==> src/rtl/core/ifp_pkg.sv <==
// Shared types, character codes and helper functions of the infix to postfix converter.
package ifp_pkg;

	localparam logic [7:0] CH_CARET  = 8'h5E;
	localparam logic [7:0] CH_LPAREN = 8'h28;
	localparam logic [7:0] CH_RPAREN = 8'h29;
	localparam logic [7:0] CH_STAR   = 8'h2A;
	localparam logic [7:0] CH_SLASH  = 8'h2F;
	localparam logic [7:0] CH_PLUS   = 8'h2B;
	localparam logic [7:0] CH_MINUS  = 8'h2D;

	typedef enum logic [1:0] {
		ERR_NONE  = 2'd0,
		ERR_OVER  = 2'd1,
		ERR_UNDER = 2'd2
	} err_t;

	typedef enum logic [1:0] {
		SEL_CHAR = 2'd0,
		SEL_TOP  = 2'd1,
		SEL_ZERO = 2'd2
	} sel_t;

	typedef enum logic [2:0] {
		ST_IDLE,
		ST_PROC,
		ST_FLUSH,
		ST_ERR_OVER,
		ST_ERR_UNDER
	} state_t;

	typedef struct packed {
		logic load;
		logic push;
		logic pop;
		logic emit;
		sel_t sel;
		logic end_flag;
		err_t err;
		logic finish;
		logic clr_count;
		logic set_skip;
		logic clr_skip;
	} dp_cmd_t;

	typedef struct packed {
		logic is_alnum;
		logic is_lparen;
		logic is_rparen;
		logic last;
		logic skip;
		logic empty;
		logic full;
		logic top_lparen;
		logic top_yields;
		logic hold_v;
		logic out_free;
	} dp_sts_t;

	function automatic logic [1:0] prec_of(input logic [7:0] c);
		logic [1:0] p;
		case (c)
			CH_CARET: p = 2'd3;
			CH_STAR, CH_SLASH: p = 2'd2;
			CH_PLUS, CH_MINUS: p = 2'd1;
			default: p = 2'd0;
		endcase
		return p;
	endfunction

	function automatic logic is_alnum(input logic [7:0] c);
		return c inside {[8'h30:8'h39], [8'h41:8'h5A], [8'h61:8'h7A]};
	endfunction

endpackage

==> src/rtl/core/ifp_dpath.sv <==
// Datapath: operator stack memory, stack count, hold slot and output register.
module ifp_dpath #(
	parameter int STACK_DEPTH = 32
) (
	input  logic             clk,
	input  logic             arst_n,
	input  logic [7:0]       in_char,
	input  logic             last_char,
	input  ifp_pkg::dp_cmd_t cmd,
	output ifp_pkg::dp_sts_t sts,
	output logic             dst_valid,
	input  logic             dst_stall,
	output logic [7:0]       out_char,
	output logic             run_last,
	output logic             expr_end,
	output logic [1:0]       error_code
);
	import ifp_pkg::*;

	localparam int AW = $clog2(STACK_DEPTH);
	localparam int CW = $clog2(STACK_DEPTH + 1);

	logic [7:0]    mem [STACK_DEPTH];
	logic [CW-1:0] count_q;
	logic [CW-1:0] count_d;
	logic [CW-1:0] rd_full;
	logic [AW-1:0] rd_addr;
	logic          skip_q;
	logic [7:0]    ch_q;
	logic          last_q;
	logic [7:0]    top_q;
	logic          hold_v_q;
	logic [7:0]    hold_char_q;
	logic          hold_end_q;
	err_t          hold_err_q;
	logic          out_v_q;
	logic [7:0]    out_char_q;
	logic          run_last_q;
	logic          expr_end_q;
	err_t          out_err_q;
	logic          out_free;
	logic          move;
	logic [7:0]    emit_char;
	logic [1:0]    prec_top;
	logic [1:0]    prec_in;

	always_comb begin
		if (cmd.clr_count) begin
			count_d = '0;
		end else if (cmd.push) begin
			count_d = count_q + CW'(1);
		end else if (cmd.pop) begin
			count_d = count_q - CW'(1);
		end else begin
			count_d = count_q;
		end
	end

	assign rd_full = count_d - CW'(1);
	assign rd_addr = rd_full[AW-1:0];

	// The top of stack is kept in a register; each cycle it is refreshed from the
	// entry that will be on top next cycle, unless the stack is left empty.
	always_ff @(posedge clk) begin
		if (cmd.push) begin
			mem[count_q[AW-1:0]] <= ch_q;
			top_q <= ch_q;
		end else if (count_d != '0) begin
			top_q <= mem[rd_addr];
		end
	end

	always_ff @(posedge clk or negedge arst_n) begin
		if (!arst_n) begin
			count_q <= '0;
			skip_q <= 1'b0;
		end else begin
			count_q <= count_d;
			if (cmd.set_skip) begin
				skip_q <= 1'b1;
			end else if (cmd.clr_skip) begin
				skip_q <= 1'b0;
			end
		end
	end

	always_ff @(posedge clk) begin
		if (cmd.load) begin
			ch_q <= in_char;
			last_q <= last_char;
		end
	end

	always_comb begin
		case (cmd.sel)
			SEL_CHAR: emit_char = ch_q;
			SEL_TOP: emit_char = top_q;
			default: emit_char = 8'h00;
		endcase
	end

	// A result waits in the hold slot until the next one arrives or the word
	// ends, so the final result of a word can be marked on its way out.
	assign out_free = !out_v_q || !dst_stall;
	assign move = hold_v_q && (cmd.emit || cmd.finish);

	always_ff @(posedge clk or negedge arst_n) begin
		if (!arst_n) begin
			hold_v_q <= 1'b0;
			out_v_q <= 1'b0;
		end else begin
			if (cmd.emit) begin
				hold_v_q <= 1'b1;
			end else if (cmd.finish) begin
				hold_v_q <= 1'b0;
			end
			if (move) begin
				out_v_q <= 1'b1;
			end else if (!dst_stall) begin
				out_v_q <= 1'b0;
			end
		end
	end

	always_ff @(posedge clk) begin
		if (cmd.emit) begin
			hold_char_q <= emit_char;
			hold_end_q <= cmd.end_flag;
			hold_err_q <= cmd.err;
		end
		if (move) begin
			out_char_q <= hold_char_q;
			run_last_q <= cmd.finish;
			expr_end_q <= hold_end_q;
			out_err_q <= hold_err_q;
		end
	end

	assign prec_top = prec_of(top_q);
	assign prec_in = prec_of(ch_q);

	always_comb begin
		sts = '0;
		sts.is_alnum = is_alnum(ch_q);
		sts.is_lparen = (ch_q == CH_LPAREN);
		sts.is_rparen = (ch_q == CH_RPAREN);
		sts.last = last_q;
		sts.skip = skip_q;
		sts.empty = (count_q == '0);
		sts.full = (count_q == CW'(STACK_DEPTH));
		sts.top_lparen = (top_q == CH_LPAREN);
		sts.top_yields = (prec_top > prec_in) || (prec_top == prec_in && ch_q != CH_CARET);
		sts.hold_v = hold_v_q;
		sts.out_free = out_free;
	end

	assign dst_valid = out_v_q;
	assign out_char = out_char_q;
	assign run_last = run_last_q;
	assign expr_end = expr_end_q;
	assign error_code = out_err_q;

endmodule

==> src/rtl/core/ifp_ctrl.sv <==
// Controller: sequences one character at a time through the stack datapath.
module ifp_ctrl (
	input  logic             clk,
	input  logic             arst_n,
	input  logic             src_valid,
	output logic             src_stall,
	input  ifp_pkg::dp_sts_t sts,
	output ifp_pkg::dp_cmd_t cmd
);
	import ifp_pkg::*;

	state_t state_q;
	state_t state_d;
	logic   can_emit;
	state_t after_st;

	always_ff @(posedge clk or negedge arst_n) begin
		if (!arst_n) begin
			state_q <= ST_IDLE;
		end else begin
			state_q <= state_d;
		end
	end

	assign can_emit = !sts.hold_v || sts.out_free;
	assign after_st = sts.last ? ST_FLUSH : ST_IDLE;

	always_comb begin
		state_d = state_q;
		cmd = '0;
		src_stall = 1'b1;
		case (state_q)
			ST_IDLE: begin
				// The pending result of the previous word leaves here as its last one.
				src_stall = sts.hold_v && !sts.out_free;
				cmd.finish = sts.hold_v && sts.out_free;
				if (src_valid && !src_stall) begin
					cmd.load = 1'b1;
					state_d = ST_PROC;
				end
			end
			ST_PROC: begin
				if (sts.skip) begin
					cmd.clr_skip = sts.last;
					state_d = ST_IDLE;
				end else if (sts.is_alnum) begin
					if (can_emit) begin
						cmd.emit = 1'b1;
						cmd.sel = SEL_CHAR;
						state_d = after_st;
					end
				end else if (sts.is_lparen) begin
					if (sts.full) begin
						state_d = ST_ERR_OVER;
					end else begin
						cmd.push = 1'b1;
						state_d = after_st;
					end
				end else if (sts.is_rparen) begin
					if (sts.empty) begin
						state_d = ST_ERR_UNDER;
					end else if (sts.top_lparen) begin
						cmd.pop = 1'b1;
						state_d = after_st;
					end else if (can_emit) begin
						cmd.emit = 1'b1;
						cmd.sel = SEL_TOP;
						cmd.pop = 1'b1;
					end
				end else begin
					if (!sts.empty && !sts.top_lparen && sts.top_yields) begin
						if (can_emit) begin
							cmd.emit = 1'b1;
							cmd.sel = SEL_TOP;
							cmd.pop = 1'b1;
						end
					end else if (sts.full) begin
						state_d = ST_ERR_OVER;
					end else begin
						cmd.push = 1'b1;
						state_d = after_st;
					end
				end
			end
			ST_FLUSH: begin
				if (can_emit) begin
					cmd.emit = 1'b1;
					if (!sts.empty) begin
						cmd.sel = SEL_TOP;
						cmd.pop = 1'b1;
					end else begin
						cmd.sel = SEL_ZERO;
						cmd.end_flag = 1'b1;
						state_d = ST_IDLE;
					end
				end
			end
			ST_ERR_OVER, ST_ERR_UNDER: begin
				if (can_emit) begin
					cmd.emit = 1'b1;
					cmd.sel = SEL_ZERO;
					cmd.end_flag = 1'b1;
					cmd.err = (state_q == ST_ERR_OVER) ? ERR_OVER : ERR_UNDER;
					cmd.clr_count = 1'b1;
					cmd.set_skip = !sts.last;
					state_d = ST_IDLE;
				end
			end
			default: begin
				state_d = ST_IDLE;
			end
		endcase
	end

endmodule

==> src/rtl/core/infix_to_postfix_converter_top.sv <==
// Top level of the infix to postfix converter: controller, datapath and checks.
//
// Converts an infix expression, one ASCII character per input word, into postfix
// form, one character per output word, using an operator stack of STACK_DEPTH
// entries. Each input word is accepted in ST_IDLE, then processed in ST_PROC, which
// pops the operators it releases; on the final character ST_FLUSH pops the rest
// and emits the terminator word. The stack memory delivers one new top entry per
// cycle while the output is free to take it. The last output word of
// each input word carries run_last; the word that ends an expression carries
// expr_end and, after a stack overflow or unmatched ')', a nonzero error_code,
// after which input is dropped up to the next final character. No clearing pass
// is needed after reset.
module infix_to_postfix_converter_top #(
	parameter int STACK_DEPTH = 32
) (
	input  logic       clk,
	input  logic       arst_n,
	input  logic       src_valid,
	output logic       src_stall,
	input  logic [7:0] in_char,
	input  logic       last_char,
	output logic       dst_valid,
	input  logic       dst_stall,
	output logic [7:0] out_char,
	output logic       run_last,
	output logic       expr_end,
	output logic [1:0] error_code
);
	import ifp_pkg::*;

	dp_cmd_t cmd;
	dp_sts_t sts;

	ifp_ctrl u_ctrl (
		.clk       (clk),
		.arst_n    (arst_n),
		.src_valid (src_valid),
		.src_stall (src_stall),
		.sts       (sts),
		.cmd       (cmd)
	);

	ifp_dpath #(
		.STACK_DEPTH (STACK_DEPTH)
	) u_dpath (
		.clk        (clk),
		.arst_n     (arst_n),
		.in_char    (in_char),
		.last_char  (last_char),
		.cmd        (cmd),
		.sts        (sts),
		.dst_valid  (dst_valid),
		.dst_stall  (dst_stall),
		.out_char   (out_char),
		.run_last   (run_last),
		.expr_end   (expr_end),
		.error_code (error_code)
	);

`ifndef ASSERT_OFF
	// A terminator or error word is always the last word of its input word and
	// carries no character.
	a_end_is_last: assert property (@(posedge clk) disable iff (!arst_n)
		(dst_valid && expr_end) |-> (run_last && out_char == 8'h00))
		else $error("expression end word not marked last or carries a character");

	// Error codes only appear on the word that ends the expression.
	a_err_on_end: assert property (@(posedge clk) disable iff (!arst_n)
		(dst_valid && error_code != ERR_NONE) |-> expr_end)
		else $error("error code on a character word");

	// Once a word is taken, the block is busy for at least the next cycle.
	a_busy_after_accept: assert property (@(posedge clk) disable iff (!arst_n)
		(src_valid && !src_stall) |=> src_stall)
		else $error("input taken on two consecutive cycles");

	// The stack count never reports empty and full at once.
	a_count_sane: assert property (@(posedge clk) disable iff (!arst_n)
		!(sts.empty && sts.full))
		else $error("stack count inconsistent");
`endif

endmodule

==> config.mk <==
export PLATFORM = sky130hd
export DESIGN_NAME = infix_to_postfix_converter_top
export DESIGN_NICKNAME = d
export VERILOG_FILES = /design/src/rtl/core/ifp_pkg.sv /design/src/rtl/core/ifp_dpath.sv /design/src/rtl/core/ifp_ctrl.sv /design/src/rtl/core/infix_to_postfix_converter_top.sv
export SDC_FILE = /design/constraint.sdc
export NUM_CORES = 1
export LEC_CHECK = 0
export BUFFER_PORTS_ARGS = -buffer_cell sky130_fd_sc_hd__buf_2
export CORE_ASPECT_RATIO = 1.25
export CORE_UTILIZATION = 65
export DETAILED_ROUTE_END_ITERATION = 8
export HOLD_SLACK_MARGIN = 0.1
export PLACE_DENSITY = 0.93
export SLEW_MARGIN = 20
export SYNTH_ARGS = -nofsm -noshare
export SYNTH_HDL_FRONTEND = slang
export SYNTH_SLANG_ARGS = --single-unit
==> constraint.sdc <==
create_clock -name clk -period 9.91 [get_ports clk]
set_input_delay 0.4955 -clock clk [delete_from_list [all_inputs] [get_ports clk]]
set_output_delay 0.4955 -clock clk [all_outputs]
set_load 0.1 [all_outputs]
==> flow_summary.toml <==
[sta]
final-setup-viol-count = 0
timing.setup.tns_ns = 0
max_freq_mhz = 144
tightest_slew_ns = 0.982
clock_skew_ns = 0.0255
finalMaxSlewViolations = 0
maxSlewHeadroom = 0.346
period_needed_ns = 6.95
layout_worst_path_cycle_share = 0.701
hold_viol_final = 0
grt_setup_unrepaired = "false"

[global_route]
grt_first_pass_wirelength_mm = 43.9
grt_usage = 0.298
antenna_found_initial = 1
grt_remaining_overflow = 0
grt_max_degree = 66
grt_pass1_vias = 7126

[run]
maxCapViolCount = 0

[clock_tree]
clockBufferDepth = 3
insertion_delay_ns = 0.55
clock-sinks = 308
cts_resized = 0
post_cts_buffers = 0
numCtsBuffers = 29
cts_max_level = 1
cts_hold_buf = 1
clk_pin_slew_ns = 0.07
cts_tree = "yes"
cts_root_buffer = "clkbuf_16"

[drt]
vias_per_cell = 6.96
drt-pass1-iter-count = 5
wl_per_cell_microns = 28.7
drc = 0
drt_wl_total_mm = 29.4
drt_iter0_markers = 873
via_count = 7129
ant_nets = 0

[critical_path]
cpMaxStageDelayCell = "buf_4"
reg2reg_depth = 19
timing.critical_path.buf_inv = 1
crit_type = "reg -> reg"
cp_max_fo = 65
crit_family = "simple AND/OR/NAND/NOR gates"
worstPathArrival_ns = 7.24
start_kind = "flop"
crit_start = "u_dpath.top_q[4]"
critical_path.cell_chain = "nor4b_2 > nand2_1 > a21oi_1 > a31oi_1 > nor3_1 > ha_1 > nand2_1 > or4_1 > and4_1 > o211ai_2 > and2_1 > nand2_1 > a311o_1 > ha_2 > buf_4 > mux4_2 > mux4_2 > mux2_2 > mux2_2"
crit_top_cell = "nand2_1"
r2r-start = "u_dpath.top_q[4]"
path_depth = 19
cpPeakStageDelay_ns = 0.68
worst-endpoint-required_ns = 10.20
cp-end-kind = "flop"

[yosys]
ys_warn_count = 0
synth_edf_count = 296
yosysMostFrequentCell = "edfxtp_1"
ys_ff_latch = 308
synth.area.top_cells = "edfxtp_1 69%, mux4_2 14%, dfrtp_1 2.3%"
synthCells = 699
synthDominantCellAreaShare = 0.687
synth_common_cells = "296 x edfxtp_1, 80 x mux4_2, 46 x nor2_1"
synth_nets = 719
yosysSeqAreaShare = 0.710
synth-main-ff-cell = "edfxtp_1"
yosysTopAreaCell = "edfxtp_1"
synth_cell_types = 64
avgSynthCellArea_sq_um = 18.5
syn_area_sq_um = 12900
synthArstFlopShare = 0.0390

[die]
die_w_microns = 128
pin_count = 27
initial_core_util = 0.665
die_h_microns = 160
die_area_sq_um = 20500
num_rows = 57
core-area_sq_um = 19500

[cells_and_area]
nFillCells = 1045
insertedDiodeCount = 0
layout-drive-gt1-share = 0.264
fin_nets = 757
syn_to_final_growth_pct = 10.5

[hold_path]
hold_path_class = "in -> reg"
hold_start = "in_char[3]"
min_path_cells = 1

[place]
port_buffers = 26
place_hpwl_mm = 17.2
gp_congestion = 0.857

[status]
status = "completed"
==> cell type report <==
| cell class | count | area, sq um | area share |
|---|---|---|---|
| Clock buffer | 30 | 729 | 0.0510 |
| Clock inverter | 24 | 188 | 0.0131 |
| Inverter | 18 | 67.6 | 0.00472 |
| Multi-Input combinational cell | 340 | 3550 | 0.248 |
| Sequential cell | 308 | 9190 | 0.643 |
| Tap cell | 265 | 332 | 0.0232 |
| Timing Repair Buffer | 40 | 245 | 0.0171 |
==> placed cells by master, fill, tap and decap left out, drive strengths merged, types with 11 or more instances in the layout <==
cell type    n
a21oi       11
clkbuf      30
clkinv      15
inv         20
edfxtp     296
nand3       21
buf         39
dfrtp       12
nor2        46
mux4        80
o21ai       16
nand2       40
mux2        17
==> registers in the layout, summed over array words and instances, names as in the netlist <==
signal               flops
u_dpath.run_last         1
u_dpath.out_char         8
u_dpath.skip_q           1
u_dpath.hold_err_q       2
u_dpath.hold_end_q       1
u_dpath.hold_v_q         1
u_dpath.count_q          6
u_dpath.ch_q             8
u_dpath.dst_valid        1
u_dpath.mem            256
u_ctrl.state_q           3
u_dpath.expr_end         1
u_dpath.top_q            8
u_dpath.error_code       2
u_dpath.hold_char_q      8
u_dpath.last_q           1
==> per-stage QoR <==
step                      std cells  setup slack [ns]  cell area (sq um)  utilization  hold slack [ns]
after floorplan                 699              3.88              12900            -            0.200
after global placement          969              3.33              13300        0.685            0.399
after detailed placement        969              3.06              13300        0.685            0.405
after CTS                      1024              3.03              14300        0.733            0.110
after global routing           1025              2.70              14300        0.735            0.114
final                          1025              2.96              14300        0.735            0.120
==> cell families (layout without fill, tap and decap cells) <==
logic type | after synthesis | after routing | synth area share
flops | 308 | 308 | 0.710
simple gates | 165 | 165 | 0.0661
mux | 99 | 99 | 0.156
compound gates | 59 | 59 | 0.0334
buf+inv | 51 | 112 | 0.0190
xor+xnor | 10 | 10 | 0.00899
fa+ha+maj | 7 | 7 | 0.00677
==> path summary, 6_finish.rpt <==
kind | end | slack (ns)
max in group asynchronous | u_dpath.count_q[1] | 9.28
max reg2reg | u_dpath.top_q[6] | 2.96
min in group asynchronous | u_dpath.dst_valid | 0.38
min reg2reg | u_dpath.out_char[7] | 0.42
max | u_dpath.top_q[6] | 2.96
min | u_dpath.ch_q[3] | 0.12
==> routing by layer <==
layer,routed length (microns),track usage
met3,2800,0.0482
met2,14800,0.496
met4,1260,0.119
met5,13,0
met1,10500,0.396
Power is not shown: default switching activity piles up to over one toggle a cycle in this logic, so the estimate is an artifact.
